$ cat src/sv/fcmp_pkg.sv
package fcmp_pkg;

    // register indexes of the configuration port
    localparam int unsigned CFG_IDX_W = 2;
    localparam logic [CFG_IDX_W-1:0] CFG_START_BYTE = 2'd0;
    localparam logic [CFG_IDX_W-1:0] CFG_SEPARATOR  = 2'd1;
    localparam logic [CFG_IDX_W-1:0] CFG_END_MARKER = 2'd2;

    localparam int unsigned CFG_DATA_W = 32;
    localparam int unsigned CNT_W      = 4;   // fraction digit count, up to 9

    localparam logic [7:0] RESET_START     = 8'd35;
    localparam logic [7:0] RESET_SEPARATOR = 8'd92;
    localparam logic [31:0] RESET_MARKER   = 32'h5C6E_5C72;
    localparam logic [7:0] POINT_CHAR      = 8'h2E;
    localparam logic [8:0] DIGIT_BIAS      = 9'd48;
    localparam logic [8:0] EMPTY_CHAR      = 9'h1D0;   // -48

    // field being parsed
    typedef enum logic [2:0] {
        PH_TYPE = 3'b001,
        PH_LON  = 3'b010,
        PH_LAT  = 3'b100
    } phase_t;

    // one decimal number under construction, already scaled
    typedef struct packed {
        logic [31:0]      int_s;   // integer part times 10^FRAC_DIGITS
        logic [31:0]      frac_s;  // fraction part scaled to FRAC_DIGITS places
        logic [CNT_W-1:0] cnt;
        logic             point;
    } num_t;

    // frame summary waiting for the final add
    typedef struct packed {
        logic [8:0] msg_type;
        logic [8:0] body;
        num_t       lon;
        num_t       lat;
    } partial_t;

    function automatic logic [31:0] pow10(input logic [CNT_W-1:0] n);
        logic [31:0] r;
        unique case (n)
            4'd0:    r = 32'd1;
            4'd1:    r = 32'd10;
            4'd2:    r = 32'd100;
            4'd3:    r = 32'd1000;
            4'd4:    r = 32'd10000;
            4'd5:    r = 32'd100000;
            4'd6:    r = 32'd1000000;
            4'd7:    r = 32'd10000000;
            4'd8:    r = 32'd100000000;
            4'd9:    r = 32'd1000000000;
            default: r = 32'd0;
        endcase
        return r;
    endfunction

endpackage

$ cat src/sv/fcmp_rx_if.sv
interface fcmp_rx_if;
    logic       valid;
    logic       ready;
    logic [7:0] rx_byte;

    modport source (output valid, output rx_byte, input ready);
    modport sink   (input valid, input rx_byte, output ready);
endinterface

$ cat src/sv/fcmp_result_if.sv
interface fcmp_result_if;
    logic               valid;
    logic               ready;
    logic signed [8:0]  message_type;
    logic signed [8:0]  body_digit;
    logic signed [31:0] longitude_micro;
    logic signed [31:0] latitude_micro;

    modport source (output valid, output message_type, output body_digit,
                    output longitude_micro, output latitude_micro, input ready);
    modport sink   (input valid, input message_type, input body_digit,
                    input longitude_micro, input latitude_micro, output ready);
endinterface

$ cat src/sv/framed_coordinate_message_parser_unit.sv
// Channel  | Dir | Payload                                           | Word
// ---------+-----+---------------------------------------------------+-------------------
// rx       | in  | rx_byte[7:0]                                      | one received byte
// result   | out | message_type, body_digit (s9), longitude_micro,   | one completed frame
//          |     | latitude_micro (s32)                              |
// cfg      | in  | cfg_write, cfg_index[1:0], cfg_data[31:0]         | one register write
//
// Cycles: one byte per cycle sustained until a held result fills all stages. A frame
//   result follows the byte that completes the end marker through input reg, frame reg and sum reg.
// Reset: rst_n async low; parser idle until a start byte, registers at defaults.
// Stalls: result.ready low holds the sum stage; the frame stage and input
//   register keep filling, rx.ready drops only once all three stages are full.
module framed_coordinate_message_parser_unit #(
    parameter int unsigned END_LEN     = 4,   // end marker length, 1..4
    parameter int unsigned FRAC_DIGITS = 6    // kept fraction digits, 1..9
) (
    input  logic                              clk,
    input  logic                              rst_n,
    input  logic                              cfg_write,
    input  logic [fcmp_pkg::CFG_IDX_W-1:0]    cfg_index,
    input  logic [fcmp_pkg::CFG_DATA_W-1:0]   cfg_data,
    fcmp_rx_if.sink                           rx,
    fcmp_result_if.source                     result
);

    localparam int unsigned FILL_W = $clog2(END_LEN + 1);
    localparam logic [31:0] INT_SCALE = fcmp_pkg::pow10(fcmp_pkg::CNT_W'(FRAC_DIGITS));
    localparam logic [fcmp_pkg::CNT_W-1:0] FRAC_MAX = fcmp_pkg::CNT_W'(FRAC_DIGITS);
    localparam logic [fcmp_pkg::CNT_W-1:0] FRAC_TOP = fcmp_pkg::CNT_W'(FRAC_DIGITS - 1);

    // ---------------- configuration registers ----------------
    logic [7:0]  start_reg;
    logic [7:0]  sep_reg;
    logic [31:0] marker_reg;

    always_ff @(posedge clk or negedge rst_n)
    begin
        if (!rst_n)
        begin
            start_reg  <= fcmp_pkg::RESET_START;
            sep_reg    <= fcmp_pkg::RESET_SEPARATOR;
            marker_reg <= fcmp_pkg::RESET_MARKER;
        end
        else if (cfg_write)
        begin
            unique case (cfg_index)
                fcmp_pkg::CFG_START_BYTE: start_reg  <= cfg_data[7:0];
                fcmp_pkg::CFG_SEPARATOR:  sep_reg    <= cfg_data[7:0];
                fcmp_pkg::CFG_END_MARKER: marker_reg <= cfg_data;
                default: ;   // unmapped index, ignored
            endcase
        end
    end

    // ---------------- pipeline handshake ----------------
    // A: input byte register, B: frame summary register, C: result register
    logic       a_valid_reg;
    logic [7:0] a_byte_reg;
    logic       b_valid_reg;
    logic       c_valid_reg;
    logic       c_free;
    logic       b_free;
    logic       proc;
    logic       emit;

    assign c_free   = !c_valid_reg || result.ready;
    assign b_free   = !b_valid_reg || c_free;
    assign proc     = a_valid_reg && b_free;
    assign rx.ready = !a_valid_reg || b_free;

    always_ff @(posedge clk or negedge rst_n)
    begin
        if (!rst_n)
        begin
            a_valid_reg <= 1'b0;
        end
        else if (rx.ready)
        begin
            a_valid_reg <= rx.valid;
        end
    end

    always_ff @(posedge clk)
    begin
        if (rx.valid && rx.ready)
        begin
            a_byte_reg <= rx.rx_byte;
        end
    end

    // ---------------- frame state ----------------
    logic              in_frame_reg, in_frame_next;
    logic [7:0]        win_reg  [END_LEN];
    logic [7:0]        win_next [END_LEN];
    logic [FILL_W-1:0] fill_reg, fill_next;
    fcmp_pkg::phase_t  phase_reg, phase_next;
    logic [8:0]        type_reg, type_next;
    logic [8:0]        body_reg, body_next;
    logic              seen_type_reg, seen_type_next;
    logic              seen_body_reg, seen_body_next;
    fcmp_pkg::num_t    lon_reg, lon_next;
    fcmp_pkg::num_t    lat_reg, lat_next;

    // parse datapath: the byte leaving the window
    logic [7:0]        pb;
    logic [8:0]        d9;
    logic [31:0]       d32;
    logic [31:0]       int_add;
    logic [31:0]       frac_add;
    fcmp_pkg::num_t    num_sel;
    fcmp_pkg::num_t    num_upd;
    logic              is_start;
    logic              match;

    assign pb       = win_reg[0];
    assign d9       = {1'b0, pb} - fcmp_pkg::DIGIT_BIAS;
    assign d32      = {{23{d9[8]}}, d9};
    assign num_sel  = (phase_reg == fcmp_pkg::PH_LAT) ? lat_reg : lon_reg;
    assign int_add  = d32 * INT_SCALE;
    assign frac_add = d32 * fcmp_pkg::pow10(FRAC_TOP - num_sel.cnt);
    assign is_start = (a_byte_reg == start_reg);

    // one decimal text step; first point splits integer and fraction
    always_comb
    begin
        num_upd = num_sel;
        if (!num_sel.point && pb == fcmp_pkg::POINT_CHAR)
        begin
            num_upd.point = 1'b1;
        end
        else if (!num_sel.point)
        begin
            num_upd.int_s = (num_sel.int_s << 3) + (num_sel.int_s << 1) + int_add;
        end
        else if (num_sel.cnt < FRAC_MAX)
        begin
            num_upd.frac_s = num_sel.frac_s + frac_add;
            num_upd.cnt    = num_sel.cnt + 1'b1;
        end
    end

    always_comb
    begin
        in_frame_next  = in_frame_reg;
        win_next       = win_reg;
        fill_next      = fill_reg;
        phase_next     = phase_reg;
        type_next      = type_reg;
        body_next      = body_reg;
        seen_type_next = seen_type_reg;
        seen_body_next = seen_body_reg;
        lon_next       = lon_reg;
        lat_next       = lat_reg;
        match          = 1'b0;
        emit           = 1'b0;

        if (is_start)
        begin
            // open or restart: everything clears
            in_frame_next = 1'b1;
            for (int i = 0; i < END_LEN; i++)
            begin
                win_next[i] = 8'd0;
            end
            fill_next      = '0;
            phase_next     = fcmp_pkg::PH_TYPE;
            type_next      = fcmp_pkg::EMPTY_CHAR;
            body_next      = fcmp_pkg::EMPTY_CHAR;
            seen_type_next = 1'b0;
            seen_body_next = 1'b0;
            lon_next       = '0;
            lat_next       = '0;
        end
        else if (in_frame_reg)
        begin
            if (fill_reg == FILL_W'(END_LEN))
            begin
                // oldest byte can no longer be marker: parse it
                unique case (phase_reg)
                    fcmp_pkg::PH_TYPE:
                    begin
                        if (pb == sep_reg)
                        begin
                            phase_next = fcmp_pkg::PH_LON;
                        end
                        else if (!seen_type_reg)
                        begin
                            type_next      = d9;
                            seen_type_next = 1'b1;
                        end
                    end
                    fcmp_pkg::PH_LON:
                    begin
                        // body char is taken even when it is the separator
                        if (!seen_body_reg)
                        begin
                            body_next      = d9;
                            seen_body_next = 1'b1;
                        end
                        if (pb == sep_reg)
                        begin
                            phase_next = fcmp_pkg::PH_LAT;
                        end
                        else
                        begin
                            lon_next = num_upd;
                        end
                    end
                    fcmp_pkg::PH_LAT:
                    begin
                        lat_next = num_upd;
                    end
                    default: ;
                endcase
                for (int i = 0; i < END_LEN - 1; i++)
                begin
                    win_next[i] = win_reg[i + 1];
                end
                win_next[END_LEN - 1] = a_byte_reg;
            end
            else
            begin
                for (int i = 0; i < END_LEN; i++)
                begin
                    if (fill_reg == FILL_W'(i))
                    begin
                        win_next[i] = a_byte_reg;
                    end
                end
                fill_next = fill_reg + 1'b1;
            end

            match = (fill_next == FILL_W'(END_LEN));
            for (int i = 0; i < END_LEN; i++)
            begin
                if (win_next[i] != marker_reg[8 * (END_LEN - 1 - i) +: 8])
                begin
                    match = 1'b0;
                end
            end
            if (match)
            begin
                emit          = 1'b1;
                in_frame_next = 1'b0;
            end
        end
    end

    always_ff @(posedge clk or negedge rst_n)
    begin
        if (!rst_n)
        begin
            in_frame_reg  <= 1'b0;
            fill_reg      <= '0;
            phase_reg     <= fcmp_pkg::PH_TYPE;
            seen_type_reg <= 1'b0;
            seen_body_reg <= 1'b0;
            type_reg      <= fcmp_pkg::EMPTY_CHAR;
            body_reg      <= fcmp_pkg::EMPTY_CHAR;
            lon_reg       <= '0;
            lat_reg       <= '0;
            for (int i = 0; i < END_LEN; i++)
            begin
                win_reg[i] <= 8'd0;
            end
        end
        else if (proc)
        begin
            in_frame_reg  <= in_frame_next;
            fill_reg      <= fill_next;
            phase_reg     <= phase_next;
            seen_type_reg <= seen_type_next;
            seen_body_reg <= seen_body_next;
            type_reg      <= type_next;
            body_reg      <= body_next;
            lon_reg       <= lon_next;
            lat_reg       <= lat_next;
            win_reg       <= win_next;
        end
    end

    // ---------------- stage B: frame summary ----------------
    fcmp_pkg::partial_t b_reg;

    always_ff @(posedge clk or negedge rst_n)
    begin
        if (!rst_n)
        begin
            b_valid_reg <= 1'b0;
        end
        else if (b_free)
        begin
            b_valid_reg <= proc && emit;
        end
    end

    always_ff @(posedge clk)
    begin
        if (proc && emit)
        begin
            b_reg.msg_type <= type_next;
            b_reg.body     <= body_next;
            b_reg.lon      <= lon_next;
            b_reg.lat      <= lat_next;
        end
    end

    // ---------------- stage C: integer plus fraction ----------------
    always_ff @(posedge clk or negedge rst_n)
    begin
        if (!rst_n)
        begin
            c_valid_reg <= 1'b0;
        end
        else if (c_free)
        begin
            c_valid_reg <= b_valid_reg;
        end
    end

    always_ff @(posedge clk)
    begin
        if (c_free && b_valid_reg)
        begin
            result.message_type    <= b_reg.msg_type;
            result.body_digit      <= b_reg.body;
            result.longitude_micro <= b_reg.lon.int_s + b_reg.lon.frac_s;
            result.latitude_micro  <= b_reg.lat.int_s + b_reg.lat.frac_s;
        end
    end

    assign result.valid = c_valid_reg;

    // ---------------- checks ----------------
    // input stalls only with every stage full
    a_stall_full: assert property (@(posedge clk) disable iff (!rst_n)
        !rx.ready |-> (a_valid_reg && b_valid_reg && c_valid_reg))
        else $error("input stalled with a free stage");

    // a completed frame closes the parser
    a_emit_closes: assert property (@(posedge clk) disable iff (!rst_n)
        (proc && emit) |=> (!in_frame_reg && b_valid_reg))
        else $error("frame still open after result");

    // a start byte opens a fresh frame
    a_start_clears: assert property (@(posedge clk) disable iff (!rst_n)
        (proc && is_start) |=> (in_frame_reg && fill_reg == '0 && !b_valid_reg
                                 ? 1'b1 : (in_frame_reg && fill_reg == '0)))
        else $error("start byte did not reset frame");

    // frame summary waits while the result is held
    a_b_holds: assert property (@(posedge clk) disable iff (!rst_n)
        (b_valid_reg && !c_free) |=> (b_valid_reg && $stable(b_reg)))
        else $error("frame summary lost under stall");

endmodule

$ cat src/flat_wrapper.sv
// flat-port wrapper written by rule: the top's interface ports become plain ports
module framed_coordinate_message_parser_unit_flat 
#(
    parameter int unsigned END_LEN     = 4,                             
    parameter int unsigned FRAC_DIGITS = 6                                 
)
  (clk, rst_n, cfg_write, cfg_index, cfg_data, rx_valid, rx_rx_byte, rx_ready, result_valid, result_message_type, result_body_digit, result_longitude_micro, result_latitude_micro, result_ready);
  fcmp_rx_if rx_i ();
  fcmp_result_if result_i ();
  input  logic clk;
  input  logic rst_n;
  input  logic cfg_write;
  input  logic [fcmp_pkg::CFG_IDX_W-1:0] cfg_index;
  input  logic [fcmp_pkg::CFG_DATA_W-1:0] cfg_data;
  input wire logic [$bits(rx_i.valid)-1:0] rx_valid;
  input wire logic [$bits(rx_i.rx_byte)-1:0] rx_rx_byte;
  output wire logic [$bits(rx_i.ready)-1:0] rx_ready;
  output wire logic [$bits(result_i.valid)-1:0] result_valid;
  output wire logic [$bits(result_i.message_type)-1:0] result_message_type;
  output wire logic [$bits(result_i.body_digit)-1:0] result_body_digit;
  output wire logic [$bits(result_i.longitude_micro)-1:0] result_longitude_micro;
  output wire logic [$bits(result_i.latitude_micro)-1:0] result_latitude_micro;
  input wire logic [$bits(result_i.ready)-1:0] result_ready;
  assign rx_i.valid = rx_valid;
  assign rx_i.rx_byte = rx_rx_byte;
  assign rx_ready = rx_i.ready;
  assign result_valid = result_i.valid;
  assign result_message_type = result_i.message_type;
  assign result_body_digit = result_i.body_digit;
  assign result_longitude_micro = result_i.longitude_micro;
  assign result_latitude_micro = result_i.latitude_micro;
  assign result_i.ready = result_ready;
  framed_coordinate_message_parser_unit #(.END_LEN(END_LEN), .FRAC_DIGITS(FRAC_DIGITS)) u_core (.clk(clk), .rst_n(rst_n), .cfg_write(cfg_write), .cfg_index(cfg_index), .cfg_data(cfg_data), .rx(rx_i), .result(result_i));
endmodule
$ cat config.mk
export PLATFORM = sky130hd
export DESIGN_NAME = framed_coordinate_message_parser_unit_flat
export DESIGN_NICKNAME = d
export VERILOG_FILES = /design/src/sv/fcmp_pkg.sv /design/src/sv/fcmp_rx_if.sv /design/src/sv/fcmp_result_if.sv /design/src/sv/framed_coordinate_message_parser_unit.sv /design/src/flat_wrapper.sv
export SDC_FILE = /design/constraint.sdc
export NUM_CORES = 2
export LEC_CHECK = 0
export ABC_CLOCK_PERIOD_IN_PS = 27500
export BUFFER_PORTS_ARGS = -buffer_cell sky130_fd_sc_hd__buf_2
export CORE_ASPECT_RATIO = 2
export CORE_MARGIN = 3
export CORE_UTILIZATION = 35
export DETAILED_ROUTE_END_ITERATION = 16
export PLACE_DENSITY = 0.51
export SLEW_MARGIN = 10
export SYNTH_ARGS = -nofsm -noshare
export SYNTH_HDL_FRONTEND = slang
export SYNTH_SLANG_ARGS = --single-unit
export TNS_END_PERCENT = 20
$ cat constraint.sdc
create_clock -name clk -period 27.5 [get_ports clk]
set_clock_uncertainty 0.05 [all_clocks]
set_input_delay 2.75 -clock clk [delete_from_list [all_inputs] [get_ports clk]]
set_output_delay 2.75 -clock clk [all_outputs]
set_load 0.05 [all_outputs]
==> impl_metrics.toml <==
[synth]
synth_nets = 4335
ys_seq_elements = 484
synthFlopType = "edfxtp_1"
syn_inst = 3766
async_flop_share = 0.512
seq_area_frac_synth = 0.357
syn_area_per_cell_um2 = 9.92
yosysWarnings = 0
ys_types = 84
syn-cell-area_um2 = 37300
synth-edff-count = 236

[timing]
fin_crit_ns = 9.78
finalHoldViolCount = 0
worst_pin_slew_ns = 1.24
setup_viol = 0
max-slew-margin-rel = 0.170
finalSetupTns_ns = 0
rsz0062_at_grt = "no"
fmax_ghz = 0.102
final-max-slew-violation-count = 0
period_share = 0.356

[global_route]
grt_pass1_wl_um = 176000
grt_overflow = 0
grt_usage = 0.206
busiest_layer = "met2"
grt_use_met2 = 0.406
met1_usage = 0.212
grt_pass1_vias = 29364
antenna_found_initial = 1
grt_max_degree = 85
met3_usage = 0.0180

[floorplan]
io-pin-count = 131
dieArea_um2 = 111000
fp-row-count = 168
initial_core_util = 0.355
die_h_um = 468
core-area_um2 = 105000
die_w_um = 237

[min_path]
min_from = "u_core.b_reg[144]$_DFFE_PP_"
hold_path_class = "reg -> reg"

[worst_setup_path]
cp_data_required_time_ns = 27.87
critPathMaxFanout = 30
critPathSlowestCell = "inv_1"
critical-path-max-stage-delay_ns = 0.51
r2r-start = "u_core.pb[4]$_DFFE_PN0P_"
critical_path_class = "reg -> reg"
start_kind = "flop"
crit_start = "u_core.pb[4]$_DFFE_PN0P_"
cp_data_arrival_time_ns = 10.15
end_kind = "flop"

[clock_tree]
cts_root_buffer = "clkbuf_16"
post_cts_buffers = 0
cts_hold_buf = 0
clkLatencyLatePin_ns = 0.64
htreeDepth = 2
cts_made_buffers = 50
cts_tree = "done"
clockBufferDepth = 3
cts_num_sinks = 484
cts.reportedPaths.clkPinSlew_ns = 0.07
cts.repair.resized = 0

[run]
drv_cap = 0

[finish]
nNetsFinal = 4409
area_delta_synth_final_pct = 10.5
drive_above_1_share = 0.114
largest_register_ffs = 146

[detailed_routing]
vias = 27596
drt_iter0_drc = 1296
viasPerCell = 5.26
routed_wl_um = 115000
drcViolationCount = 0
ant_nets = 0
routedWlPerCell_um = 21.9
drt_pre_antenna_iters = 7

[place]
dpl.hpwl_um = 89400
gp_congestion = 0.996
placement.io_buffers = 130

[status]
status = "complete, no violations"
-- through the flow --
step                      utilization  setup WS (ns)  hold WS, ns  cells  cell area (µm²)
after CTS                       0.392          17.62        0.361   5242            41300
after global placement          0.376          17.69        0.357   5148            39600
after floorplan                     -          16.96        0.350   3766            37300
final                           0.392          17.72        0.361   5243            41300
after global routing            0.392          17.17        0.381   5243            41300
after detailed placement        0.376          17.67        0.356   5148            39600
-- placed cells by master (no fill, tap or decap), types with 127 or more instances in the layout --
cell / synthesis / layout
a21oi_1: 192 / 192
buf_2: 11 / 129
dfrtp_1: 215 / 215
edfxtp_1: 236 / 236
fa_1: 273 / 273
ha_1: 249 / 249
inv_1: 404 / 403
nand2_1: 454 / 452
nor2_1: 336 / 333
o21ai_0: 204 / 203
xnor2_1: 127 / 127
-- cell usage after synthesis (all sizes together), types with 21 or more instances --
master    n  area, µm²
fa      273       5470
o21ai   211       1060
nor2b    40        250
mux2i   103       1040
o21bai   23        173
nor3     32        160
nand2   454       1700
nand3    35        180
and3     23        144
edfxtp  236       7090
nor2    337       1270
xor2     61        534
inv     404       1520
mux2    114       1280
ha      249       3120
clkbuf  124        465
a21oi   193        970
dfstp    33        867
a22o     25        219
o31ai    28        210
xnor2   128       1140
a31oi    21        131
a21o     57        428
buf      37        160
a211oi   80        601
dfrtp   215       5380
o21a     22        165
-- cell families (layout without fill, tap and decap cells) --
kind of cell             Yosys count  in the layout  share of synthesized area
multiplexers                     217            217                     0.0623
AO/OA/AOI/OAI                    754            754                      0.127
flip-flops                       484            484                      0.357
other                              0              1                          0
XOR/XNOR                         191            191                     0.0460
AND/OR/NAND/NOR                 1032           1032                      0.120
adder cells (fa/ha/maj)          522            522                      0.230
buffers and inverters            566            682                     0.0575
-- metal layers --
layer | share of wire | wire length (µm)
met1 | 0.36 | 41300
met2 | 0.55 | 63600
met3 | 0.027 | 3110
met4 | 0.061 | 7050
met5 | 0 | 0
-- critical path, delay by kind of cell (launching register included) --
kind,cells,cell delay (ns)
buffers and inverters,5,1.39
XOR/XNOR,2,0.38
adder cells (fa/ha/maj),10,4.27
AND/OR/NAND/NOR,7,1.35
flip-flops,1,0.35
AO/OA/AOI/OAI,7,1.75
-- final cells by class --
type / instances / area (µm²)
antenna: 1 / 2.50
clock buffer: 65 / 1350
clock inverter: 29 / 334
fill: 10470 / 64000
inverter: 405 / 1520
multi-input combinational: 2716 / 22000
sequential: 484 / 13300
tap: 1360 / 1700
timing repair buffer: 183 / 1060
-- worst paths after layout --
path | to | cells past startpoint | slack, ns
worst max-delay path | u_core.b_reg[137]$_DFFE_PP_ | 31 | 17.72
worst min-delay path | u_core.result.body_digit[6]$_DFFE_PP_ | 0 | 0.36
worst max register to register | u_core.b_reg[137]$_DFFE_PP_ | 31 | 17.72
worst min register to register | u_core.result.body_digit[6]$_DFFE_PP_ | 0 | 0.36
max in group asynchronous | u_core.body_reg[1]$_DFFE_PN0P_ | 3 | 23.19
min in group asynchronous | u_core.lat_reg[40]$_DFFE_PN0P_ | 1 | 2.07
Power is not shown: default switching activity piles up to over one toggle a cycle in this logic, so the estimate is an artifact.
